**config.mk**
```make
export PLATFORM = sky130hd
export DESIGN_NAME = lcadc_weight_calc
export DESIGN_NICKNAME = d
export VERILOG_FILES = /design/src/sv/assert_macros.svh /design/src/sv/lcadc_pkg.sv /design/src/sv/lcadc_weight_calc.sv
export SDC_FILE = /design/constraint.sdc
export NUM_CORES = 2
export LEC_CHECK = 0
export BUFFER_PORTS_ARGS = -buffer_cell sky130_fd_sc_hd__buf_2
export CAP_MARGIN = 0
export CORE_MARGIN = 2
export CORE_UTILIZATION = 25
export CTS_BUF_LIST = sky130_fd_sc_hd__clkbuf_16
export DETAILED_ROUTE_END_ITERATION = 10
export SLEW_MARGIN = 10
export SYNTH_ARGS = -nofsm -noshare
export SYNTH_HDL_FRONTEND = slang
export SYNTH_SLANG_ARGS = --single-unit
```
**constraint.sdc**
```tcl
create_clock -name clk -period 15.9 [get_ports clk]
set_clock_uncertainty 0.15 [all_clocks]
set_input_delay 2.385 -clock clk [delete_from_list [all_inputs] [get_ports clk]]
set_output_delay 2.385 -clock clk [all_outputs]
set_load 0.005 [all_outputs]
```
**src/sv/assert_macros.svh**
```systemverilog
// Assertion macros shared by the load cell reader RTL.
`ifndef ASSERT_MACROS_SVH
`define ASSERT_MACROS_SVH
`ifndef ASSERT_OFF
// Same-cycle implication, disabled while reset is low.
`define ASSERT_IMPL(lbl, clk, rst_n, ante, cons, msg) \
  lbl: assert property (@(posedge clk) disable iff (!rst_n) (ante) |-> (cons)) \
    else $error(msg);
// Next-cycle implication, disabled while reset is low.
`define ASSERT_NEXT(lbl, clk, rst_n, ante, cons, msg) \
  lbl: assert property (@(posedge clk) disable iff (!rst_n) (ante) |=> (cons)) \
    else $error(msg);
`else
`define ASSERT_IMPL(lbl, clk, rst_n, ante, cons, msg)
`define ASSERT_NEXT(lbl, clk, rst_n, ante, cons, msg)
`endif
`endif

```
**src/sv/lcadc_pkg.sv**
```systemverilog
// Shared types and codes for the load cell converter serial reader.
`timescale 1ns / 1ps
package lcadc_pkg;

  // Command codes carried by each tick.
  typedef enum logic [2:0] {
    OP_TICK  = 3'd0,
    OP_READ  = 3'd1,
    OP_TARE  = 3'd2,
    OP_PDOWN = 3'd3,
    OP_PUP   = 3'd4
  } op_t;

  // Configuration register indexes.
  typedef enum logic [1:0] {
    REG_GAIN    = 2'd0,
    REG_TIMEOUT = 2'd1,
    REG_OFFSET  = 2'd2,
    REG_SCALE   = 2'd3
  } cfg_reg_t;

  localparam logic [23:0] TIMEOUT_RESET = 24'd1000000;
  localparam logic [31:0] SCALE_RESET   = 32'h0001_0000;
  localparam logic [4:0]  DATA_BITS     = 5'd24;
  localparam logic signed [31:0] WEIGHT_MAX = 32'sh7FFF_FFFF;
  localparam logic signed [31:0] WEIGHT_MIN = 32'sh8000_0000;

  // One result item.
  typedef struct packed {
    logic               sck_level;
    logic               busy_res;
    logic               read_done;
    logic               tare_done;
    logic               status;
    logic signed [23:0] raw_value;
    logic signed [31:0] weight;
    logic signed [23:0] offset_value;
  } result_t;

endpackage

```
**src/sv/lcadc_weight_calc.sv**
```systemverilog
// Free-running two-stage weight multiplier with floor shift and saturation.
`timescale 1ns / 1ps
module lcadc_weight_calc (
  input  logic               clk,
  input  logic        [23:0] shift_word,
  input  logic signed [23:0] offset,
  input  logic signed [31:0] inv_scale,
  output logic signed [31:0] weight
);

  logic signed [24:0] diff_r;
  logic signed [24:0] diff_nxt;
  logic signed [56:0] prod_r;
  logic signed [40:0] quo;

  // Subtract the zero offset from the sign-extended sample.
  assign diff_nxt = {shift_word[23], shift_word} - {offset[23], offset};

  always_ff @(posedge clk) begin
    diff_r <= diff_nxt;
    prod_r <= diff_r * inv_scale;
  end

  // Arithmetic shift floors; clamp to 32 bits.
  assign quo = prod_r[56:16];

  always_comb begin
    if (quo[40:31] == {10{quo[31]}}) begin
      weight = quo[31:0];
    end else if (quo[40]) begin
      weight = lcadc_pkg::WEIGHT_MIN;
    end else begin
      weight = lcadc_pkg::WEIGHT_MAX;
    end
  end

endmodule

```
Yosys cells after proc, flatten, opt, wreduce, memory -nomap -nowiden
Index checks and enable logic that the tools add are counted.
Widths: inputs -> output; s select.
{"block": "totals", "output_inout_bits": 32, "romBits": 0, "regBits": 82, "elab_cells": 7, "input_bits": 81, "latch_bits": 0, "n_memories": 0, "ramBits": 0}
{"block": "classes", "bitwise_logic": 0, "n_reduce_logical": 0, "mux": 2, "eq_ne": 1, "div": 0, "n_addsub": 1, "n_shift": 0, "multipliers": 1, "n_lt_le_gt_ge": 0}
{"cell": "$mux 32", "n": 2}
{"cell": "$mul 25x32->57", "n": 1}
{"cell": "$sub 24x24->25", "n": 1}
{"cell": "$eq 9x9->1", "n": 1}

Longest topological paths before layout
{"block": "logic_depth", "word_depth": 2, "mapped_depth": 26}

Least setup slack after synthesis
No wires, ideal clock.
{"block": "synth_timing", "path_kind": "input to register", "start": "input port inv_scale[31]", "end": "register prod_r[55]", "setup_time_ns": 0.072, "stages": 22, "path_slack_ns": 6.857, "n_path_buf": 2, "t_arrival_ns": 8.821, "cell_sequence": "clkbuf_1 nand2_1 inv_1 fa_1 fa_1 inv_1 fa_1 inv_1 fa_1 fa_1 fa_1 fa_1 ha_1 clkbuf_1 a21oi_1 o21bai_1 a21o_1 a2111o_1 a21oi_1 nand3_1 a31oi_1 xnor2_1"}
{"block": "synth_between", "elab_chain_len": 1}
{"item": "start, declared", "line_no": "lcadc_weight_calc.sv:7", "rtl": "input logic signed [31:0] inv_scale,"}
{"item": "$mul 25x32->57", "line_no": "lcadc_weight_calc.sv:21", "rtl": "prod_r <= diff_r * inv_scale;"}
{"item": "end signal, assigned", "line_no": "lcadc_weight_calc.sv:21"}
{"item": "end, declared", "line_no": "lcadc_weight_calc.sv:13", "rtl": "logic signed [56:0] prod_r;"}
No other way between the ends.

Worst setup path in the final report
Same ends and word-level chain as after synthesis.

==> flow_summary.toml <==
[outcome]
outcome = "complete, no violations"

[global_route]
grt_max_degree = 33
track_usage_pct = 13.4
grt_pass1_vias = 23800
antenna_found_initial = 12
grt_remaining_overflow = 0
grt_pass1_wl_mm = 132

[final_layout]
final_cells = 4939
syn_to_final_growth_pct = 8.32
drive_above_1_share_pct = 5.26
design_area_um2 = 33100
nFillCells = 13000
multi_input_area_um2 = 25600
seq_area_um2 = 1330
fin_nets = 4382
final_util_pct = 27.2

[placement]
io_buffers = 112
place_area_um2 = 32700
place_hpwl_mm = 65.2
dpl.cell_count = 4920
gp_congestion = 0.914

[setup_path]
cp_max_fo = 25
cp_num_buf_inv = 4
crit_chain = "buf_2 -> nand2_1 -> inv_1 -> fa_1 -> fa_1 -> inv_1 -> fa_1 -> inv_1 -> fa_1 -> fa_1 -> fa_1 -> fa_1 -> ha_1 -> a21oi_1 -> o21bai_1 -> a21o_1 -> a2111o_1 -> a21oi_1 -> nand3_1 -> a31oi_1 -> xnor2_1"
cp-start-kind = "input pin"
rr_startpoint = "diff_r[4]"
path_delay_family = "adder cells"
cp-end-kind = "flip-flop"
path_class = "in -> reg"
cp.arrival_ns = 9.51
startpoint = "inv_scale[31]"
critPathMostFrequentCell = "fa_1"
cpMaxStageDelayCell = "fa_1"
cpPeakStageDelay_ns = 0.85
cp.required_ns = 16.02

[yosys]
syn_avg_cell_area_um2 = 9.20
synth_top_cell_by_area = "fa_1"
yosysTopAreaCellShare_pct = 53.6
synthFlopType = "dfxtp_1"
netlist_area_um2 = 30600
synth_warnings = 0
synth_seq_cells = 66
synth_nets = 4399
syn_inst = 3323
synth_edf_count = 0
ys_top_cells_by_count = "fa_1 (819), inv_1 (817), nand2_1 (444)"
synth_most_common_cell = "fa_1"
ys_types = 59
yosysSeqAreaShare_pct = 4.32
synthTopCellsByArea = "fa_1 (54%), inv_1 (10%), and2_1 (8.0%), ha_1 (7.2%), nand2_1 (5.5%)"
async_flop_share_pct = 0

[clock_tree]
path_clk_slew_ns = 0.06
cts_root_buffer = "clkbuf_16"
clock-sinks = 66
cts.repair.resized = 0
clock_path_buffers = 2
clock_latency_ns = 0.34
cts_htree_levels = 3
cts_tree = "yes"
cts_made_buffers = 9
post_cts_buffers = 0
postCtsHoldBufs = 0

[die]
coreArea_um2 = 122000
start_util_pct = 25.2
chipWidth_um = 354
io_pins = 113
die_area_um2 = 125000
die-height_um = 354
rows = 128

[detailed_routing]
viasPerCell = 4.38
wl_per_cell_um = 16.4
drc = 0
vias = 21700
ant_nets = 0
first_pass_iters = 7
drt-total-wl_mm = 81.1
first_iter_violations = 1227

[hold_path]
hp-class = "reg -> reg"
hp-start = "diff_r[1]"

[timing]
worst_pin_slew_ns = 1.17
setup_viol = 0
slew_viol_final = 0
post-route-period-util_pct = 59.1
grt_setup_unrepaired = "false"
slew_headroom_pct = 21.8
hold_viol_final = 0
tns_ns = 0
fin_crit_ns = 9.39
clock.fmax_mhz = 106

[run]
cap_violations = 0
stage by stage:
stage	hold WS [ns]	setup WS, ns
global route	1.35	6.13
global placement	1.29	6.27
CTS	1.30	6.50
finish	1.33	6.51
floorplan	0.702	6.86
detailed placement	1.28	6.14
metal layers:
metal / GRT usage [%] / vias to the layer above / part of all wire [%]
li1: - / 9549 / -
met1: 17.2 / 11400 / 41
met2: 24.0 / 593 / 52
met3: 1.65 / 125 / 4.6
met4: 2.79 / 0 / 2.4
met5: 0 / - / 0
flip-flops by register name, summed over array words and instances (netlist names):
name / flops
prod_r: 41
diff_r: 25
path summary, 6_finish.rpt:
kind	endpoint	slack, ns	cells after the start
min reg2reg	prod_r[21]	1.33	6
max reg2reg	prod_r[55]	8.10	20
max	prod_r[55]	6.51	21
min	prod_r[21]	1.33	6
worst register-to-register path: cells and delay by family, from the launching register on:
| family | cells | cell delay, ns |
|---|---|---|
| XOR/XNOR | 1 | 0.14 |
| flip-flops | 1 | 0.93 |
| AND/OR/NAND/NOR | 2 | 0.35 |
| adder cells (fa/ha/maj) | 8 | 4.23 |
| buffers and inverters | 3 | 0.64 |
| AO/OA/AOI/OAI | 6 | 1.30 |
area by class of cell:
class                      count  share of cell area, %
antenna                        3                 0.0227
clock buffer                   9                  0.680
clock inverter                 7                  0.427
inverter                     817                   9.26
multi-input combinational   2278                   77.3
sequential                    66                   4.03
tap                         1625                   6.14
timing repair buffer         134                   2.19
logic make-up after synthesis:
group | count (synthesis) | synth area share (%)
and+or+nand+nor | 977 | 15.8
buffers and inverters | 979 | 12.0
adders and majority gates | 995 | 60.8
DFF | 66 | 4.32
AOI/OAI and AO/OA | 231 | 4.85
xor gates and xnor gates | 75 | 2.15
placed cells by master (no fill, tap or decap), types with 10 or more instances in the layout:
| cell | instances |
|---|---|
| nand3_1 | 18 |
| ha_1 | 176 |
| inv_1 | 817 |
| o21ai_0 | 58 |
| o21bai_1 | 13 |
| nand2_1 | 444 |
| a21o_1 | 30 |
| dfxtp_1 | 56 |
| a21oi_1 | 66 |
| fa_1 | 819 |
| a31oi_1 | 10 |
| buf_4 | 22 |
| and2_1 | 392 |
| nand2b_1 | 12 |
| nand4_1 | 14 |
| xnor2_1 | 50 |
| buf_2 | 112 |
| nor3_1 | 12 |
| dfxtp_2 | 10 |
| xor2_1 | 25 |
| nor2_1 | 57 |
Power is left out: the tool's default activity adds up to more than one toggle a clock period on the data nets, which glitch-free logic cannot reach.
