$ cat src/sv/assert_macros.svh
// Assertion macros shared by the load cell reader RTL.
`ifndef ASSERT_MACROS_SVH
`define ASSERT_MACROS_SVH
`ifndef ASSERT_OFF
// Same-cycle implication, disabled while reset is low.
`define ASSERT_IMPL(lbl, clk, rst_n, ante, cons, msg) \
  lbl: assert property (@(posedge clk) disable iff (!rst_n) (ante) |-> (cons)) \
    else $error(msg);
// Next-cycle implication, disabled while reset is low.
`define ASSERT_NEXT(lbl, clk, rst_n, ante, cons, msg) \
  lbl: assert property (@(posedge clk) disable iff (!rst_n) (ante) |=> (cons)) \
    else $error(msg);
`else
`define ASSERT_IMPL(lbl, clk, rst_n, ante, cons, msg)
`define ASSERT_NEXT(lbl, clk, rst_n, ante, cons, msg)
`endif
`endif

$ cat src/sv/lcadc_pkg.sv
// Shared types and codes for the load cell converter serial reader.
`timescale 1ns / 1ps
package lcadc_pkg;

  // Command codes carried by each tick.
  typedef enum logic [2:0] {
    OP_TICK  = 3'd0,
    OP_READ  = 3'd1,
    OP_TARE  = 3'd2,
    OP_PDOWN = 3'd3,
    OP_PUP   = 3'd4
  } op_t;

  // Configuration register indexes.
  typedef enum logic [1:0] {
    REG_GAIN    = 2'd0,
    REG_TIMEOUT = 2'd1,
    REG_OFFSET  = 2'd2,
    REG_SCALE   = 2'd3
  } cfg_reg_t;

  localparam logic [23:0] TIMEOUT_RESET = 24'd1000000;
  localparam logic [31:0] SCALE_RESET   = 32'h0001_0000;
  localparam logic [4:0]  DATA_BITS     = 5'd24;
  localparam logic signed [31:0] WEIGHT_MAX = 32'sh7FFF_FFFF;
  localparam logic signed [31:0] WEIGHT_MIN = 32'sh8000_0000;

  // One result item.
  typedef struct packed {
    logic               sck_level;
    logic               busy_res;
    logic               read_done;
    logic               tare_done;
    logic               status;
    logic signed [23:0] raw_value;
    logic signed [31:0] weight;
    logic signed [23:0] offset_value;
  } result_t;

endpackage

$ cat src/sv/lcadc_ctrl.sv
// Serial clock sequencer, configuration registers and reader state.
`timescale 1ns / 1ps
module lcadc_ctrl #(
  parameter int TARE_COUNT = 10
) (
  input  logic                                      clk,
  input  logic                                      rst_n,
  input  logic                                      step,
  input  logic [2:0]                                op,
  input  logic                                      dout_level,
  input  logic                                      cfg_we,
  input  logic [1:0]                                cfg_index,
  input  logic [31:0]                               cfg_data,
  input  logic signed [31:0]                        weight_calc,
  input  logic signed [23:0]                        tare_quo,
  output lcadc_pkg::result_t                        res,
  output logic [23:0]                               shift_word,
  output logic signed [24+$clog2(TARE_COUNT+1)-1:0] tare_sum,
  output logic signed [23:0]                        offset,
  output logic signed [31:0]                        inv_scale
);

  localparam int SC_W  = $clog2(TARE_COUNT + 1);
  localparam int SUM_W = 24 + SC_W;

  typedef enum logic [2:0] {
    PH_IDLE, PH_WAIT, PH_HIGH, PH_LOW, PH_PHIGH, PH_PLOW
  } phase_t;

  phase_t                  phase_r, phase_nxt;
  logic [1:0]              gain_r;
  logic [23:0]             timeout_r;
  logic signed [31:0]      scale_r;
  logic                    pd_r, pd_nxt;
  logic                    tare_r, tare_nxt;
  logic [4:0]              bit_r, bit_nxt;
  logic [1:0]              pulse_r, pulse_nxt;
  logic [23:0]             shift_r, shift_nxt;
  logic [23:0]             wait_r, wait_nxt;
  logic [SC_W-1:0]         sample_r, sample_nxt;
  logic signed [SUM_W-1:0] sum_r, sum_nxt;
  logic signed [23:0]      offset_r, offset_nxt;
  logic signed [23:0]      raw_r, raw_nxt;
  logic signed [31:0]      weight_r, weight_nxt;
  logic                    sck, rdone, tdone, stat;
  logic [1:0]              gain_eff;
  logic [SC_W:0]           sample_inc;

  assign gain_eff   = (gain_r == 2'd0) ? 2'd1 : gain_r;
  assign sample_inc = (SC_W + 1)'(sample_r) + 1'b1;

  // Next state for one tick.
  always_comb begin
    phase_nxt  = phase_r;
    pd_nxt     = pd_r;
    tare_nxt   = tare_r;
    bit_nxt    = bit_r;
    pulse_nxt  = pulse_r;
    shift_nxt  = shift_r;
    wait_nxt   = wait_r;
    sample_nxt = sample_r;
    sum_nxt    = sum_r;
    offset_nxt = offset_r;
    raw_nxt    = raw_r;
    weight_nxt = weight_r;
    sck        = 1'b0;
    rdone      = 1'b0;
    tdone      = 1'b0;
    stat       = 1'b0;
    unique case (phase_r)
      PH_IDLE: begin
        if ((op == lcadc_pkg::OP_READ || op == lcadc_pkg::OP_TARE) && !pd_r) begin
          tare_nxt   = (op == lcadc_pkg::OP_TARE);
          wait_nxt   = '0;
          sample_nxt = '0;
          sum_nxt    = '0;
          phase_nxt  = PH_WAIT;
        end else if (op == lcadc_pkg::OP_PDOWN) begin
          pd_nxt = 1'b1;
        end else if (op == lcadc_pkg::OP_PUP) begin
          pd_nxt = 1'b0;
        end
        sck = pd_nxt;
      end
      PH_WAIT: begin
        if (!dout_level) begin
          bit_nxt   = '0;
          shift_nxt = '0;
          phase_nxt = PH_HIGH;
          sck       = 1'b1;
        end else if (wait_r >= timeout_r) begin
          stat = 1'b1;
          if (tare_r) begin
            tdone = 1'b1;
          end else begin
            rdone      = 1'b1;
            weight_nxt = '0;
          end
          phase_nxt = PH_IDLE;
        end else begin
          wait_nxt = wait_r + 24'd1;
        end
      end
      PH_HIGH: begin
        shift_nxt = {shift_r[22:0], dout_level};
        bit_nxt   = bit_r + 5'd1;
        phase_nxt = PH_LOW;
      end
      PH_LOW: begin
        if (bit_r < lcadc_pkg::DATA_BITS) begin
          phase_nxt = PH_HIGH;
        end else begin
          pulse_nxt = '0;
          phase_nxt = PH_PHIGH;
        end
        sck = 1'b1;
      end
      PH_PHIGH: begin
        pulse_nxt = pulse_r + 2'd1;
        phase_nxt = PH_PLOW;
      end
      PH_PLOW: begin
        if (pulse_r < gain_eff) begin
          phase_nxt = PH_PHIGH;
          sck       = 1'b1;
        end else begin
          raw_nxt = shift_r;
          if (!tare_r) begin
            weight_nxt = weight_calc;
            rdone      = 1'b1;
            phase_nxt  = PH_IDLE;
          end else begin
            sum_nxt    = sum_r + SUM_W'($signed(shift_r));
            sample_nxt = sample_inc[SC_W-1:0];
            if (sample_inc >= (SC_W + 1)'(TARE_COUNT)) begin
              offset_nxt = tare_quo;
              tdone      = 1'b1;
              phase_nxt  = PH_IDLE;
            end else begin
              wait_nxt  = '0;
              phase_nxt = PH_WAIT;
            end
          end
        end
      end
      default: begin
        phase_nxt = PH_IDLE;
      end
    endcase
  end

  // Hold state and configuration; advance on each transfer.
  always_ff @(posedge clk) begin
    if (!rst_n) begin
      phase_r   <= PH_IDLE;
      gain_r    <= 2'd1;
      timeout_r <= lcadc_pkg::TIMEOUT_RESET;
      scale_r   <= lcadc_pkg::SCALE_RESET;
      pd_r      <= 1'b0;
      tare_r    <= 1'b0;
      bit_r     <= '0;
      pulse_r   <= '0;
      shift_r   <= '0;
      wait_r    <= '0;
      sample_r  <= '0;
      sum_r     <= '0;
      offset_r  <= '0;
      raw_r     <= '0;
      weight_r  <= '0;
    end else begin
      if (step) begin
        phase_r  <= phase_nxt;
        pd_r     <= pd_nxt;
        tare_r   <= tare_nxt;
        bit_r    <= bit_nxt;
        pulse_r  <= pulse_nxt;
        shift_r  <= shift_nxt;
        wait_r   <= wait_nxt;
        sample_r <= sample_nxt;
        sum_r    <= sum_nxt;
        offset_r <= offset_nxt;
        raw_r    <= raw_nxt;
        weight_r <= weight_nxt;
      end
      if (cfg_we) begin
        unique case (lcadc_pkg::cfg_reg_t'(cfg_index))
          lcadc_pkg::REG_GAIN:    gain_r    <= cfg_data[1:0];
          lcadc_pkg::REG_TIMEOUT: timeout_r <= cfg_data[23:0];
          lcadc_pkg::REG_OFFSET:  offset_r  <= cfg_data[23:0];
          lcadc_pkg::REG_SCALE:   scale_r   <= cfg_data;
        endcase
      end
    end
  end

  // Result of this tick.
  always_comb begin
    res.sck_level    = sck;
    res.busy_res     = (phase_nxt != PH_IDLE);
    res.read_done    = rdone;
    res.tare_done    = tdone;
    res.status       = stat;
    res.raw_value    = raw_nxt;
    res.weight       = weight_nxt;
    res.offset_value = offset_nxt;
  end

  assign shift_word = shift_r;
  assign tare_sum   = sum_r;
  assign offset     = offset_r;
  assign inv_scale  = scale_r;

endmodule

$ cat config.mk
export PLATFORM = sky130hd
export DESIGN_NAME = lcadc_ctrl
export DESIGN_NICKNAME = d
export VERILOG_FILES = /design/src/sv/assert_macros.svh /design/src/sv/lcadc_pkg.sv /design/src/sv/lcadc_ctrl.sv
export SDC_FILE = /design/constraint.sdc
export NUM_CORES = 1
export LEC_CHECK = 0
export BUFFER_PORTS_ARGS = -buffer_cell sky130_fd_sc_hd__buf_2
export CAP_MARGIN = 20
export CORE_MARGIN = 2
export CORE_UTILIZATION = 40
export CTS_CLUSTER_DIAMETER = 120
export CTS_CLUSTER_SIZE = 20
export DETAILED_ROUTE_END_ITERATION = 10
export HOLD_SLACK_MARGIN = 0.1
export PLACE_DENSITY = 0.61
export REMOVE_ABC_BUFFERS = 1
export SKIP_LAST_GASP = 1
export SLEW_MARGIN = 5
export SYNTH_ARGS = -nofsm -noshare
export SYNTH_HDL_FRONTEND = slang
export SYNTH_SLANG_ARGS = --single-unit
$ cat constraint.sdc
create_clock -name clk -period 5.8 [get_ports clk]
set_input_delay 0.29 -clock clk [delete_from_list [all_inputs] [get_ports clk]]
set_output_delay 0.29 -clock clk [all_outputs]
set_load 0.03 [all_outputs]
=== Word-level counts from Yosys, hierarchy flattened ===
Cells that the tools add are included.

* Register bits after elaboration: 230
* Latch bits: 0
* RAM bits: 0
* Memory bits (read-only): 0
* Bits of input ports: 98
* Output and inout port bits: 193
* Word-level logic and storage cells: 130
* Memories: 0

* Add/subtract/negate cells: 5
* Multipliers: 0
* Div/mod/pow operators: 0
* Order comparisons: 4
* Eq/ne operators: 20
* Shift-type cells: 0
* Multiplexer cells: 66
* Bitwise operators: 0
* Reductions and logical operators: 20

{| class="wikitable"
|+ Operators with widths
! operator !! number
|-
| 24-bit two-way mux || 16
|-
| 32-bit two-way mux || 5
|-
| 28-bit two-way mux || 3
|-
| 24-bit one-hot mux with 3 select lines || 1
|-
| 32-bit one-hot mux with 2 select lines || 1
|-
| 28-bit one-hot mux with 2 select lines || 1
|-
| 24-bit one-hot mux with 2 select lines || 1
|-
| 28-bit by 24-bit adder with 28-bit output || 1
|-
| 24-bit by 1-bit adder with 24-bit output, second input constant || 1
|-
| 24-bit >= comparator || 1
|-
| 1-bit two-way mux || 20
|-
| 3-bit one-hot mux with 6 select lines || 1
|-
| 2-bit inequality test, second input constant || 8
|-
| 3-bit two-way mux || 5
|-
| 3-bit by 2-bit equality test with 1-bit output, second input constant || 4
|-
| 4-bit two-way mux || 3
|-
| 5-bit one-hot mux with 2 select lines || 1
|-
| 3-bit equality test, second input constant || 3
|-
| 3-bit AND reduction || 3
|-
| 4-bit one-hot mux with 2 select lines || 1
|-
| 2-bit AND reduction || 4
|-
| 8-bit AND reduction || 1
|-
| 3-bit by 1-bit equality test with 1-bit output, second input constant || 2
|-
| 2-bit nonzero test || 3
|-
| other kinds (20) || 25
|}

=== Longest topological paths before layout ===
* Depth after elaboration: 9
* Gate-level depth with buffers: 12
* Gate-level depth less buffers: 10

=== Least setup slack after synthesis ===
Ideal clock, no wire load.

* Kind: register -> output
* Start: reg wait_r[0]
* End: out res[24] (netlist name)
* Data arrival time: 2.723 ns
* Required time: 5.510 ns
* Slack: 2.787 ns
* Stages on the path, launching flop included: 12
* Buffers on the path: 1
* Cells stage by stage: dfxtp_1 -> inv_1 -> ha_1 -> nand2b_1 -> a21o_1 -> a211o_1 -> a211oi_2 -> o21ai_0 -> a41oi_1 -> nor2_1 -> clkbuf_1 -> a21oi_1

{| class="wikitable"
|+ RTL lines
! what !! line !! text
|-
| start: declaration || lcadc_ctrl.sv:39 || <nowiki>logic [23:0] wait_r, wait_nxt;</nowiki>
|-
| start signal: assignment || lcadc_ctrl.sv:178 || <nowiki>wait_r <= wait_nxt;</nowiki>
|-
| end: declaration || lcadc_ctrl.sv:16 || <nowiki>output lcadc_pkg::result_t res,</nowiki>
|}

==> key figures <==
Global route
  • M3 GR Usage: 4.25%
  • GR peak layer: met2
  • First-pass GRT wire length: 63100 um
  • Met2 GRT Util: 36.7%
  • Congestion Overflow GR: 0
  • Gr usage total: 22.9%
  • Largest net degree at the start of global routing: 93
  • Initial antenna violation count: 3
  • Number of global-route vias before repair: about 12000
  • Met1 GRT Util: 32.2%

Flow run
  • Max-cap viol count: 0

Power and ir drop
  • Logic pwr share: around 17%
  • Peak supply drop: 0.184 mV
  • Clk pwr share: between 30% and 40%
  • LEAKAGE: 6.47 nW
  • Switch share: between 20 and 30%
  • Switching power: 0.949 mW
  • Sequential share of power: about half
  • Internal power: 2.27 mW
  • Power Dens Cells: 214 nW/um^2
  • Design Power: 3.22 mW

Timing
  • Worst setup margin: around 1.5 ns
  • Final Hold Viols: 0
  • Final period utilization: between 70 and 80%
  • Fmax: 233 MHz
  • Hold slack: about 0.14 ns
  • RSZ-0062 raised after global routing: false
  • Finish-stage setup viols: 0
  • Pins over their slew limit: 0
  • Tightest slew margin relative to the limit: between 20 and 30%
  • Min cycle time layout: ~4.3 ns
  • Worst slew pin tran: 1.08 ns
  • Clk_skew: 0.0283 ns
  • Sum of negative setup slack: 0 ns

Clock tree
  • Post-CTS sizing: 0
  • Inserted Clock Buffers: 15
  • Root Driver: clkbuf_16
  • Worst skew pair latency: 0.50 ns
  • # H-tree levels: 1
  • CTS sink count: 230
  • CTS tree: done
  • Setup bufs post-CTS: 0
  • Deepest clock path buffer count: 3
  • Clock transition at the registers of the reported paths: around 0.09 ns
  • Hold Buf Count CTS: 34

Worst setup path
  • Largest delay contributor family on the critical path: simple AND/OR/NAND/NOR gates
  • Critical path endpoint category: output port
  • CP Launch Type: flop
  • Crit path max-delay cell type: nand3_2
  • CP max FO: 42
  • Worst EP arrival: around 4.0 ns
  • Crit path buffers/inverters: 2
  • Crit path cell chain: buf_4, and2_1, nand2b_1, nor2_4, nand3_2, mux2_2, buf_2
  • Critical path class: flop to output port
  • Worst EP required: 5.51 ns
  • Max stage delay on crit path: around 0.83 ns

Logic synthesis
  • Post-synth EDFFs: 0
  • Cell accounting for the most synthesized area: dfxtp_1
  • Most numerous cell in the Yosys netlist: nand2_1
  • Syn Inst Count: about 1600
  • Synth top area share: 36.6%
  • Yosys Warn Count: 0
  • Seq/Total Area, Yosys: 36.6%
  • Top_reg_cell synth: dfxtp_1
  • Ranking of synthesized cells by area: dfxtp_1 (37%), a21oi_1 (9.0%), nand2_1 (7.4%)
  • #FFs+latches synth: 230
  • Yosys cell types: 72
  • Synthesized cell area: 12600 sq um
  • Synth async-reset ratio: 0%
  • Synth cell count leaders: nand2_1 (248), dfxtp_1 (230), a21oi_1 (227)
  • Mean post-synth cell area: around 7.7 sq um

Drt
  • Via count: 12601
  • Initial DRC Count: 893
  • Routed wire per std cell: 17.3 um
  • Total Wirelength: 39300 um
  • DRC violations left: 0
  • Final antenna-violating net count: 0
  • DR pass1 iterations: 5
  • Vias per inst: 5.55

Die
  • Core ar.: 30700 sq um
  • Rows: 64
  • Die H: 181 um
  • Initial Utilization: 40.9%
  • Die area: 32900 sq um
  • I/O pin count: 291
  • Die width: 181 um

Final layout
  • P&R area growth vs syn: 19.7%
  • Layout Utilization: 49.0%
  • Final Non-Filler Cells: between 2000 and 2500
  • Design area: 15100 sq um
  • Share of cells above drive strength 1: 23.5%
  • Fin nets: 2027

Placed design
  • Dpl cells: 2213
  • Placement Setup Slack: 2.09 ns
  • HPWL after detailed placement: 26400 um
  • GP Congestion: 0.849
  • Placed cell areas: 14200 sq um
  • Number of port buffers: 290

Status
  • Status: complete, no violations

Hold path
  • Worst Hold Class: input pin to flop
-- final cells by class --
cell class | count | area (sq um)
Clock inverter | 2 | 20.0
Clock buffer | 16 | 379
Antenna cell | 3 | 7.51
Tap cell | 396 | 495
Multi-Input combinational cell | 1231 | 7370
Fill cell | 3051 | 15700
Timing Repair Buffer | 345 | 2000
Inverter | 49 | 186
Sequential cell | 230 | 4600
-- cells by family after synthesis --
group,Yosys count,share of synthesized area (%)
and+or+nand+nor,582,20.7
AOI/OAI and AO/OA,501,24.4
DFF,230,36.6
buffers and inverters,164,5.17
muxes,62,5.43
adders and majority gates,57,5.73
xor gates and xnor gates,29,2.02
-- flip-flops by register name (all words and copies together), names as in the netlist --
signal and cells:
offset 24, bit_r 5, weight_r 32, tare_sum 28, inv_scale 32, pulse_r 2
sample_r 4, pd_r 1, gain_r 2, phase_r 3, wait_r 24, timeout_r 24
tare_r 1, shift_word 24, raw_r 24
-- power groups by stage --
stage | Sequential (mW) | Combinational [mW] | Clock, mW
2_1_floorplan | 1.72 | 0.270 | 0
3_3_place_gp | 1.68 | 0.502 | 0
3_5_place_dp | 1.68 | 0.505 | 0
4_1_cts | 1.65 | 0.526 | 1.08
5_1_grt | 1.65 | 0.582 | 1.13
6_report | 1.65 | 0.537 | 1.04
-- metal layers --
metal  up-vias  share of wire (%)
met5         -                  0
met4         0                1.3
met3        37                7.0
met2       421                 44
met1      5920                 48
li1       6223                  -
-- worst reg2reg max path: stages (launching register included) --
cell	delay, ns
dfxtp_1	0.32
buf_4	0.37
and2_1	0.34
nand2b_1	0.19
nor2_4	0.72
nand3_2	0.83
mux2_2	0.58
o221ai_1	0.20
a21oi_1	0.10
-- path summary, 6_finish.rpt --
| path | endpoint | from | slack, ns | depth (start not counted) |
|---|---|---|---|---|
| min reg2reg | inv_scale[9] | inv_scale[9] | 0.46 | 2 |
| max reg2reg | offset[9] | phase_r[2] | 2.01 | 8 |
| max | res[16] | phase_r[2] | 1.50 | 7 |
| min | tare_r | op[0] | 0.14 | 3 |
-- cells in the final DEF, fill, tap and decap left out, drive strengths merged, types with 10 or more instances in the layout --
cell type    count
o21ai           75
a31oi           36
or2             32
nor3            36
a21o            17
inv             51
o31ai           15
mux2            50
or4             12
dlygate4sd3     34
nand3           29
a21oi          228
nand2          248
nor2           171
ha              56
o211ai          14
nand4           10
mux2i           12
xnor2           18
o221ai          24
xor2            11
clkbuf          16
buf            311
dfxtp          230
a22oi           42
Note: power is estimated with default switching activity, not from simulation.
