File: src/sv/assert_macros.svh
// Assertion macros shared by the load cell reader RTL.
`ifndef ASSERT_MACROS_SVH
`define ASSERT_MACROS_SVH
`ifndef ASSERT_OFF
// Same-cycle implication, disabled while reset is low.
`define ASSERT_IMPL(lbl, clk, rst_n, ante, cons, msg) \
  lbl: assert property (@(posedge clk) disable iff (!rst_n) (ante) |-> (cons)) \
    else $error(msg);
// Next-cycle implication, disabled while reset is low.
`define ASSERT_NEXT(lbl, clk, rst_n, ante, cons, msg) \
  lbl: assert property (@(posedge clk) disable iff (!rst_n) (ante) |=> (cons)) \
    else $error(msg);
`else
`define ASSERT_IMPL(lbl, clk, rst_n, ante, cons, msg)
`define ASSERT_NEXT(lbl, clk, rst_n, ante, cons, msg)
`endif
`endif

File: src/sv/lcadc_pkg.sv
// Shared types and codes for the load cell converter serial reader.
`timescale 1ns / 1ps
package lcadc_pkg;

  // Command codes carried by each tick.
  typedef enum logic [2:0] {
    OP_TICK  = 3'd0,
    OP_READ  = 3'd1,
    OP_TARE  = 3'd2,
    OP_PDOWN = 3'd3,
    OP_PUP   = 3'd4
  } op_t;

  // Configuration register indexes.
  typedef enum logic [1:0] {
    REG_GAIN    = 2'd0,
    REG_TIMEOUT = 2'd1,
    REG_OFFSET  = 2'd2,
    REG_SCALE   = 2'd3
  } cfg_reg_t;

  localparam logic [23:0] TIMEOUT_RESET = 24'd1000000;
  localparam logic [31:0] SCALE_RESET   = 32'h0001_0000;
  localparam logic [4:0]  DATA_BITS     = 5'd24;
  localparam logic signed [31:0] WEIGHT_MAX = 32'sh7FFF_FFFF;
  localparam logic signed [31:0] WEIGHT_MIN = 32'sh8000_0000;

  // One result item.
  typedef struct packed {
    logic               sck_level;
    logic               busy_res;
    logic               read_done;
    logic               tare_done;
    logic               status;
    logic signed [23:0] raw_value;
    logic signed [31:0] weight;
    logic signed [23:0] offset_value;
  } result_t;

endpackage

File: src/sv/lcadc_out_skid.sv
// Output register with a skid stage for the result channel.
`timescale 1ns / 1ps
module lcadc_out_skid (
  input  logic               clk,
  input  logic               rst_n,
  input  logic               push,
  input  lcadc_pkg::result_t push_data,
  output logic               push_ready,
  output logic               out_valid,
  input  logic               out_ready,
  output lcadc_pkg::result_t out_data
);

  logic               out_valid_r;
  logic               skid_valid_r;
  lcadc_pkg::result_t out_r;
  lcadc_pkg::result_t skid_r;

  assign push_ready = !skid_valid_r;
  assign out_valid  = out_valid_r;
  assign out_data   = out_r;

  // Refill the output from the skid first; park a transfer in the skid while stalled.
  always_ff @(posedge clk) begin
    if (!rst_n) begin
      out_valid_r  <= 1'b0;
      skid_valid_r <= 1'b0;
    end else if (!out_valid_r || out_ready) begin
      if (skid_valid_r) begin
        out_r        <= skid_r;
        out_valid_r  <= 1'b1;
        skid_valid_r <= 1'b0;
      end else begin
        out_valid_r <= push;
        if (push) begin
          out_r <= push_data;
        end
      end
    end else if (push) begin
      skid_r       <= push_data;
      skid_valid_r <= 1'b1;
    end
  end

endmodule

File: config.mk
export PLATFORM = sky130hd
export DESIGN_NAME = lcadc_out_skid
export DESIGN_NICKNAME = d
export VERILOG_FILES = /design/src/sv/assert_macros.svh /design/src/sv/lcadc_pkg.sv /design/src/sv/lcadc_out_skid.sv
export SDC_FILE = /design/constraint.sdc
export NUM_CORES = 1
export LEC_CHECK = 0
export ABC_CLOCK_PERIOD_IN_PS = 8200
export BUFFER_PORTS_ARGS = -buffer_cell sky130_fd_sc_hd__buf_4
export CORE_ASPECT_RATIO = 0.75
export CORE_UTILIZATION = 55
export DETAILED_ROUTE_END_ITERATION = 6
export GPL_ROUTABILITY_DRIVEN = 1
export HOLD_SLACK_MARGIN = 0.02
export PLACE_DENSITY = 0.84
export SLEW_MARGIN = 5
export SYNTH_ARGS = -nofsm -noshare
export SYNTH_HDL_FRONTEND = slang
export SYNTH_SLANG_ARGS = --single-unit
export TNS_END_PERCENT = 1
File: constraint.sdc
create_clock -name clk -period 8.2 [get_ports clk]
set_input_delay 0.41 -clock clk [delete_from_list [all_inputs] [get_ports clk]]
set_output_delay 0.41 -clock clk [all_outputs]
set_load 0.01 [all_outputs]
Word level (Yosys, flattened, before mapping)
Index checks and enable logic that the tools add are counted.
{ "classes": {"reduce_logical": 7, "n_mux": 3, "n_bitwise": 2} }
{ "ops": {"columns": ["operator", "count"], "rows": [
  ["$mux W85", 2],
  ["$reduce_and A3 Y1", 2],
  ["$logic_not A1 Y1", 2],
  ["$not A1 Y1", 2],
  ["$reduce_bool A2 Y1", 1],
  ["$reduce_or A2 Y1", 1],
  ["$logic_or A1 B1 Y1", 1],
  ["$mux W1", 1]
]} }
{ "totals": {"out_inout_bits": 87, "in_bits": 89, "elab_cells": 30, "regBits": 172} }

Depth between registers and ports, before layout
Gate-level depths: netlist of the first run.
{ "logic_depth": {"word_depth": 4, "mapped_depth": 4, "ltp_nobuf": 2} }

Worst setup path before layout of the first run
Ideal clock, no wire load.
{ "synth_timing": {"path_type": "register -> register", "startpoint": "register skid_valid_r", "endpoint": "register out_r, in the netlist out_data[0], enable pin", "path_buffers": 2, "setup_time_ns": 0.529, "arrival_time_ns": 4.206, "slack_ns": 3.465, "synth_period_minus_slack_ns": 4.735, "path_stages_with_launch": 5, "required_ns": 7.671, "path_cell_list": "dfxtp_1 -> buf_6 -> buf_6 -> o21ai_0 -> nor2_1"} }
{ "synth_via": {"elab_chain_len": 2} }
{ "synth_lines": {"columns": ["element", "line", "rtl"], "rows": [
  ["start, declared", "lcadc_out_skid.sv:15", "logic skid_valid_r;"],
  ["start signal, assigned", "lcadc_out_skid.sv:27", "skid_valid_r <= 1'b0;"],
  ["start signal, assigned", "lcadc_out_skid.sv:32", "skid_valid_r <= 1'b0;"],
  ["start signal, assigned", "lcadc_out_skid.sv:41", "skid_valid_r <= 1'b1;"],
  ["$reduce_bool A2 Y1 (no line)", null, null],
  ["$reduce_and A3 Y1 (no line)", null, null],
  ["end signal, assigned", "lcadc_out_skid.sv:30", "out_r <= skid_r;"],
  ["end signal, assigned", "lcadc_out_skid.sv:36", "out_r <= push_data;"],
  ["end, declared", "lcadc_out_skid.sv:16", "lcadc_pkg::result_t out_r;"]
]} }
Every way passes these cells.
A chain may end at the register's enable or synchronous reset.

Final worst setup path of the first run
{ "layout_timing": {"startpoint": "register skid_valid_r", "endpoint": "register out_r, in the netlist out_data[19], enable pin"} }
The elaborated chain is that of the path after synthesis.

==> impl_metrics.ini, run 1 <==
[outcome]
status = complete, but fails checks
violations = DRC

[route]
drtIter0Drc = 214
post_drt_wl_per_cell_um = 18.7
vias_per_cell = 5.24
vias = 3209
route.detailed.drc = 14
wl_um = 11400
antenna_left = 0
firstDrtPassIters = 7

[synthesis]
syn_avg_cell_area_um2 = 22.9
synth_area_um2 = 6290
synth_cell_types = 13
synth_seq_cells = 172
yosysSeqAreaShare = 0.818
syn-num-nets = 363
ys_warn_count = 0
syn_inst = 274

[setup_path]
reg2reg_from = skid_valid_r
path_cells = o21ai_0 > nor2_4 > buf_4
path_max_fanout = 50
slowest_delay_ns = 0.85
reg2reg_to = out_data[19]
rr_worst_depth = 3
critical_path_class = reg2reg
worst_setup_path_start_kind = flip-flop
crit_arrival_ns = 3.00
end_kind = flip-flop
reg2reg_slack_ns = 5.25
slowest_stage = nor2_4
cp_data_required_time_ns = 8.24

[clocking]
worstSkewPairLatency_ns = 0.41
cts_tree = built
htreeDepth = 4
cts_hold_buf = 0
post_cts_resized = 0
cts_sinks = 172
post_cts_buffers = 0
cts_root_buf = clkbuf_16
cts_buffers = 17
cts_buffer_depth = 2
clk_pin_slew_worst_paths_ns = 0.06

[place]
placed_cell_area_um2 = 7730
io_buffers = 175
dp_hpwl_um = 7600
place_congestion = 0.721

[layout]
antenna_cells = 0
fin_nets = 549
areaGrowthSynthToFinish_pct = 32.8
layout-drive-gt1-share = 0.627
final_area_um2 = 8350

[timing]
finalSetupViolations = 0
finalCriticalPeriod_ns = 2.95
max_freq_mhz = 339
slew_headroom = 0.232
finalCritPeriodShare = 0.360
tightest_slew_ns = 1.15
rsz0062_at_grt = false
slew_violations = 0
fin_setup_tns_ns = 0
clock_skew_ns = 0.0116
hold_viol = 0

[global_routing]
grt_usage = 0.198
grt.overflow.total = 0
grt_pass1_wl_um = 17200
antenna_found_initial = 0
grt_pass1_vias = 3337
grt_max_degree = 86

[worst_hold_path]
worstHoldStart = out_ready
whs_endpoint = skid_valid_r
min-delay-path-class = in2reg
hold_path_depth = 2

[floorplanning]
die_y_um = 94.6
rows = 33
core_area_um2 = 11000
start_util = 0.570
die_area_um2 = 11900
pin_count = 176
die_w_um = 125

[power_and_ir_drop]
vdd_drop_max_mv = 0.145
powerDensity_nw_per_um2 = 236
cellLeakagePower_nw = 3.11
power.total_mw = 1.97

[run]
max_cap_viol_count = 0
[worst max path at each step]
stage,from,endpoint,slack [ns],cells past startpoint
after floorplan,skid_valid_r,out_data[0],3.46,4
after global placement,skid_valid_r,out_data[78],5.28,3
after detailed placement,skid_valid_r,out_data[77],5.19,3
after CTS,skid_valid_r,out_data[73],5.17,3
after global routing,skid_valid_r,out_data[77],5.03,3
final,skid_valid_r,out_data[19],5.25,3
[worst max-delay path: cells and delay by family, from the launching register on]
| kind | cells | cell delay [ns] |
|---|---|---|
| simple gates | 1 | 0.85 |
| flops | 1 | 0.71 |
| compound gates | 1 | 0.31 |
| buf+inv | 1 | 0.67 |
[per-stage QoR]
| step | setup slack [ns] | instances | hold WS (ns) | utilization |
|---|---|---|---|---|
| 2_1_floorplan | 3.46 | 274 | 0.486 | - |
| 5_1_grt | 5.03 | 612 | 0.157 | 0.757 |
| 6_report | 5.25 | 612 | 0.172 | 0.757 |
| 4_1_cts | 5.17 | 612 | 0.156 | 0.757 |
| 3_3_place_gp | 5.28 | 581 | 0.464 | 0.701 |
| 3_5_place_dp | 5.19 | 581 | 0.496 | 0.701 |
[per-layer routing]
metal	share of wire	vias up	wire [um]	GRT usage
met1	0.42	1591	4770	0.244
met2	0.48	137	5490	0.320
li1	-	1472	-	-
met5	0	-	0	0
met4	0.0065	0	74	0.0671
met3	0.094	9	1080	0.0839
[where the power goes]
part,switching (mW),internal [mW]
clock network,0.325,0.510
registers,0.00900,0.999
logic,0.0533,0.0734
[state kept, by name, summed over array words and instances, names as in the netlist]
| name | cells |
|---|---|
| out_data | 85 |
| skid_valid_r | 1 |
| skid_r | 85 |
| out_valid | 1 |
[placed cells by master, fill, tap and decap left out, drive strengths merged]
cell type | synthesis | routed
inv | 1 | 5
nor2 | 1 | 1
nor2b | 1 | 1
clkinvlp | 0 | 1
nor3b | 1 | 1
o21ai | 1 | 1
dfxtp | 2 | 2
and3 | 1 | 1
o31a | 1 | 1
mux2 | 85 | 85
buf | 10 | 177
edfxtp | 170 | 170
clkinv | 0 | 5
clkbuf | 0 | 17
bufinv | 0 | 4
[logic make-up after synthesis]
family / after synthesis / share of synthesized area
flip-flops: 172 / 0.818
AND/OR/NAND/NOR: 4 / 0.00378
AO/OA/AOI/OAI: 2 / 0.00219
buffers and inverters: 11 / 0.0125
multiplexers: 85 / 0.163
[area by class of cell]
class | instances | area, um^2
inverter | 1 | 3.75
sequential | 172 | 5150
tap | 140 | 175
clock buffer | 17 | 425
clock inverter | 14 | 191
timing repair buffer | 177 | 1330
fill | 630 | 2680
multi-input combinational | 91 | 1070
[synth_stat cells (all sizes together)]
cell	instances	share of area
and3	1	0.0010
buf	10	0.012
dfxtp	2	0.0064
edfxtp	170	0.81
inv	1	0.00060
mux2	85	0.16
nor2	1	0.00060
nor2b	1	0.0010
nor3b	1	0.0012
o21ai	1	0.00080
o31a	1	0.0014
No activity file was read; power rests on OpenSTA's default activity.
==> run 2, diff against run 1 <==
--- a/config.mk
+++ b/config.mk
@@ -5,14 +5,14 @@
 export SDC_FILE = /design/constraint.sdc
 export NUM_CORES = 1
 export LEC_CHECK = 0
-export ABC_CLOCK_PERIOD_IN_PS = 8200
+export ABC_CLOCK_PERIOD_IN_PS = 2700
 export BUFFER_PORTS_ARGS = -buffer_cell sky130_fd_sc_hd__buf_4
 export CORE_ASPECT_RATIO = 0.75
-export CORE_UTILIZATION = 55
+export CORE_UTILIZATION = 47
 export DETAILED_ROUTE_END_ITERATION = 6
 export GPL_ROUTABILITY_DRIVEN = 1
 export HOLD_SLACK_MARGIN = 0.02
-export PLACE_DENSITY = 0.84
+export PLACE_DENSITY = 0.76
 export SLEW_MARGIN = 5
 export SYNTH_ARGS = -nofsm -noshare
 export SYNTH_HDL_FRONTEND = slang
==> constraint.sdc (replaced) <==
create_clock -name clk -period 2.7 [get_ports clk]
set_input_delay 0.135 -clock clk [delete_from_list [all_inputs] [get_ports clk]]
set_output_delay 0.135 -clock clk [all_outputs]
set_load 0.01 [all_outputs]
==> run 2 against run 1 <==
The run now ends clean. Sequential cell count unchanged. Global-route usage fell by 0.10 points. Sequential power grew to 3.0 times the previous value. Clock skew decreased by 0.0031 ns. Count of clock-buffer cells in the layout grew 2. Wire length is 15% higher. Cell area increased by 11%. Sequential share of layout area is 6.0 points lower. Setup slack lost 4.4 ns. Die area increased by 17%. First-iteration DRC count is 24% lower.
==> impl_metrics.ini, run 2 (same netlist as run 1, synthesis figures left out) <==
[global_routing]
grt_max_degree = 88
grt_pass1_wl_um = 19700
grt_usage = 0.197
grt_pass1_vias = 3812
grt.overflow.total = 0
antenna_found_initial = 0

[power_and_ir_drop]
vdd_drop_max_mv = 0.618
seq_power_share = 0.521
power.total_mw = 5.87
p_switching_mw = 1.18
intPower_mw = 4.69
powerDensity_nw_per_um2 = 634
switching_share = 0.200
pwr-share-clk = 0.393
p_comb_frac = 0.086
cellLeakagePower_nw = 3.47

[layout]
final_area_um2 = 9250
fin_nets = 640
final_util = 0.711
final_common_cell = buf_4
regArea_um2 = 5150
mostFrequentLayoutCells = buf_4 (178), edfxtp_1 (170), dlygate4sd3_1 (88), mux2_2 (67), mux2_4 (18)
areaGrowthSynthToFinish_pct = 47.2
antenna_cells = 0
multi_input_area_um2 = 1070
layout-drive-gt1-share = 0.520
final_cell_count_no_fill = 735
fillCellCount = 778

[setup_path]
worst_setup_path_start_kind = input pin
crit_arrival_ns = 1.93
path_max_fanout = 22
rr_worst_depth = 3
critical_path_class = in2reg
crit_buf_inv = 3
cp_data_required_time_ns = 2.80
reg2reg_to = skid_r[1]
reg2reg_from = out_valid
path_cells = dlygate4sd3_1 > buf_4 > nor2b_1 > and3_4 > buf_4
slowest_stage = dlygate4sd3_1
crit_path_frequent_cell = buf_4
cp_top_family = buffers and inverters
reg2reg_slack_ns = 0.88
end_kind = flip-flop
slowest_delay_ns = 0.54

[floorplanning]
rows = 36
die_w_um = 136
start_util = 0.483
core_area_um2 = 13000
die_y_um = 102
die_area_um2 = 13800
pin_count = 176

[route]
vias = 3595
drtIter0Drc = 162
antenna_left = 0
vias_per_cell = 4.89
firstDrtPassIters = 6
post_drt_wl_per_cell_um = 17.9
route.detailed.drc = 0
wl_um = 13200

[timing]
max_freq_mhz = 546
fin_setup_tns_ns = 0
slew_headroom = 0.582
finalCritPeriodShare = 0.679
hold_ws_ns = 0.204
hold_viol = 0
clock_skew_ns = 0.00843
finalCriticalPeriod_ns = 1.83
slew_violations = 0
tightest_slew_ns = 0.627
finalSetupViolations = 0
rsz0062_at_grt = false
setup_ws_ns = 0.867

[outcome]
status = complete, no violations

[place]
placedCellCount = 615
placed_cell_area_um2 = 7820
dp_hpwl_um = 7410
place_congestion = 0.713
io_buffers = 175
dp_slack_ns = 0.859

[worst_hold_path]
worstHoldStart = push
whs_endpoint = skid_valid_r
min-delay-path-class = in2reg
hold_path_depth = 3

[clocking]
clk_pin_slew_worst_paths_ns = 0.06
post_cts_resized = 0
post_cts_buffers = 0
cts_buffer_depth = 2
cts_root_buf = clkbuf_16
cts_tree = built
cts_sinks = 172
htreeDepth = 4
cts_buffers = 17
worstSkewPairLatency_ns = 0.42

[run]
max_cap_viol_count = 0
## run 2: power by group through the flow
stage | combinational, mW | clock (mW) | sequential [mW]
after floorplan | 0.126 | 0 | 3.15
after global placement | 0.383 | 0 | 3.11
after detailed placement | 0.395 | 0 | 3.11
after CTS | 0.501 | 2.35 | 3.06
after global routing | 0.540 | 2.45 | 3.06
final | 0.504 | 2.30 | 3.06
## run 2: timing repair
item / 4_1_cts / 5_1_grt
endpoints found under the hold margin: 148 / 0
endpoints found under the setup margin: 0 / 0
hold buffers: 88 / 0
## run 2: cell type report
cell class,count,share of cell area
Sequential cell,172,0.556
Clock inverter,13,0.0133
Inverter,1,0.000406
Clock buffer,19,0.0468
Timing Repair Buffer,268,0.244
Multi-Input combinational cell,91,0.116
Tap cell,171,0.0231
## run 2: worst max path at each step
stage,startpoint,endpoint,slack [ns],cells past startpoint
2_1_floorplan,out_valid,skid_r[0],-0.48,2
3_3_place_gp,out_valid,skid_r[35],0.94,3
3_5_place_dp,out_valid,skid_r[40],0.86,3
4_1_cts,out_valid,skid_r[33],0.86,3
5_1_grt,out_valid,skid_r[34],0.78,3
6_report,out_ready,skid_r[1],0.87,5
## run 2: tightest hold or removal path, cell delays in order
cell	delay [ns]
buf_4	0.09
o21ai_0	0.15
nor3b_1	0.20
## run 2: per-layer routing
layer  track usage  wire [um]  vias to the layer above
met2         0.323       6400                      157
li1              -          -                     1654
met3        0.0699        997                       23
met1         0.235       5540                     1761
met4        0.0933        219                        0
met5             0          0                        -
==> run 3, diff against run 2 <==
--- a/config.mk
+++ b/config.mk
@@ -5,14 +5,15 @@
 export SDC_FILE = /design/constraint.sdc
 export NUM_CORES = 1
 export LEC_CHECK = 0
-export ABC_CLOCK_PERIOD_IN_PS = 2700
+export ABC_AREA = 1
+export ABC_CLOCK_PERIOD_IN_PS = 1900
 export BUFFER_PORTS_ARGS = -buffer_cell sky130_fd_sc_hd__buf_4
 export CORE_ASPECT_RATIO = 0.75
-export CORE_UTILIZATION = 47
+export CORE_UTILIZATION = 52
 export DETAILED_ROUTE_END_ITERATION = 6
 export GPL_ROUTABILITY_DRIVEN = 1
 export HOLD_SLACK_MARGIN = 0.02
-export PLACE_DENSITY = 0.76
+export PLACE_DENSITY = 0.8
 export SLEW_MARGIN = 5
 export SYNTH_ARGS = -nofsm -noshare
 export SYNTH_HDL_FRONTEND = slang
==> constraint.sdc (replaced) <==
create_clock -name clk -period 1.9 [get_ports clk]
set_input_delay 0.095 -clock clk [delete_from_list [all_inputs] [get_ports clk]]
set_output_delay 0.095 -clock clk [all_outputs]
set_load 0.01 [all_outputs]
==> run 3 against run 2 <==
Synthesized cell count is 67% higher. Setup slack worse by 0.46 ns. Register-to-register slack got worse by 0.48 ns. Global-route usage is 4.7 points higher. Largest power group unchanged. Count of clock-buffer cells in the layout decreased by 2.
==> impl_metrics.ini, run 3 <==
[outcome]
status = complete, no violations

[synthesis]
yosysSeqAreaShare = 0.814
synth_cell_types = 13
synth_seq_cells = 172
syn-num-nets = 546
ys_warn_count = 0
synth_area_leaders = edfxtp_1 (81%), nand2_1 (15%), nand2_2 (0.99%)
yosys.area.top_type = edfxtp_1
synth_top_area_frac = 0.808
synth_area_um2 = 6320
synth.most_common_cell = nand2_1
yosys-top-cells-count = nand2_1 (246), edfxtp_1 (170), buf_2 (11)
async_flop_share = 0
ys.flop_type = edfxtp_1
syn_inst = 457
syn_avg_cell_area_um2 = 13.8
synth_edf_count = 170

[timing]
tightest_slew_ns = 0.492
finalCritPeriodShare = 0.788
max_freq_mhz = 668
hold_ws_ns = 0.0792
finalCriticalPeriod_ns = 1.50
fin_setup_tns_ns = 0
rsz0062_at_grt = false
hold_viol = 0
clock_skew_ns = 0.0128
finalSetupViolations = 0
slew_headroom = 0.672
slew_violations = 0

[global_routing]
grt_max_degree = 86
grt_pass1_wl_um = 22500
grt_pass1_vias = 4502
grt.overflow.total = 0
grt_usage = 0.244
antenna_found_initial = 1

[place]
dp_hpwl_um = 7950
io_buffers = 175
place_congestion = 0.743
placedCellCount = 782

[floorplanning]
rows = 34
core_area_um2 = 11700
pin_count = 176
die_y_um = 97.5
die_w_um = 129
die_area_um2 = 12600
start_util = 0.540

[worst_hold_path]
min-delay-path-class = in2reg

[route]
wl_um = 14300
firstDrtPassIters = 4
post_drt_wl_per_cell_um = 15.9
route.detailed.drc = 0
drtIter0Drc = 257
vias_per_cell = 4.83
antenna_left = 0
vias = 4348

[setup_path]
worst_setup_path_start_kind = flip-flop
path_cells = nand3b_1 > nor2_4 > buf_12
slowest_stage = buf_12
end_kind = flip-flop
crit_arrival_ns = 1.56
path_max_fanout = 85
cp_top_family = buffers and inverters
slowest_delay_ns = 0.40
crit_buf_inv = 1
cp_data_required_time_ns = 1.96
critical_path_class = reg2reg

[clocking]
cts_sinks = 172
cts_buffers = 17
htreeDepth = 4
cts_tree = built
cts_root_buf = clkbuf_16
worstSkewPairLatency_ns = 0.42
cts_buffer_depth = 2
clk_pin_slew_worst_paths_ns = 0.07

[layout]
layout-drive-gt1-share = 0.302
fin_nets = 816
final_cell_count_no_fill = 901
mostFrequentLayoutCells = nand2_1 (246), buf_4 (179), edfxtp_1 (170), dlygate4sd3_1 (88), clkbuf_16 (17)
fillCellCount = 653
areaGrowthSynthToFinish_pct = 46.0
final_common_cell = nand2_1

[power_and_ir_drop]
powerDensity_nw_per_um2 = 893
cellLeakagePower_nw = 3.84
vdd_drop_max_mv = 0.619

[run]
max_cap_viol_count = 0
[run 3: final timing paths]
path | endpoint | slack [ns] | start | cells after the start
hold / removal | out_valid | 0.08 | out_ready | 3
setup / recovery | skid_r[31] | 0.40 | out_valid | 3
setup reg to reg | skid_r[31] | 0.40 | out_valid | 3
hold reg to reg | out_data[2] | 0.51 | skid_r[2] | 2
[run 3: layer usage]
| metal | global-route usage | vias up | routed length, um |
|---|---|---|---|
| met5 | 0 | - | 0 |
| met2 | 0.420 | 205 | 7460 |
| met3 | 0.0545 | 21 | 902 |
| met1 | 0.293 | 2042 | 5710 |
| li1 | - | 2080 | - |
| met4 | 0.110 | 0 | 257 |
[run 3: logic make-up after synthesis]
kind of cell / synth area share
buffers and inverters: 0.0246
DFF: 0.814
and+or+nand+nor: 0.160
AOI/OAI and AO/OA: 0.000791
[run 3: tightest hold or removal path, stage by stage]
cell and delay (ns):
buf_4 0.08, nand3b_1 0.21, nand2_1 0.07
[run 3: final cells by class]
type / instances / area (um^2) / area share
diodes: 1 / 2.50 / 0.000271
clock buffers: 17 / 425 / 0.0461
clock inverters: 13 / 105 / 0.0114
inverters: 3 / 13.8 / 0.00149
multi-input cells: 263 / 1040 / 0.113
flip-flops and latches: 172 / 5150 / 0.558
well taps: 162 / 203 / 0.0220
repair buffers: 270 / 2280 / 0.248
[run 3: repair_timing]
action | in CTS | in global routing
hold buffers | 88 | 0
buffers inserted | 0 | 0
hold endpoints to repair | 172 | 0
gates resized for setup | 0 | 0
setup endpoints to repair | 0 | 0
[run 3: per-stage QoR]
stage / utilization / total power, mW / setup WS, ns / area [um^2]
CTS: 0.788 / 8.25 / 0.436 / 9220
global route: 0.789 / 8.50 / 0.353 / 9230
finish: 0.789 / 8.24 / 0.403 / 9230
detailed placement: 0.668 / 5.01 / 0.457 / 7810
floorplan: - / 4.66 / -0.381 / 6350
global placement: 0.668 / 4.99 / 0.520 / 7810
[run 3: where the power goes]
| group | total [mW] | switching, mW | internal [mW] |
|---|---|---|---|
| combinational | 0.731 | 0.333 | 0.398 |
| sequential | 4.36 | 0.0390 | 4.32 |
| clock | 3.15 | 1.38 | 1.77 |
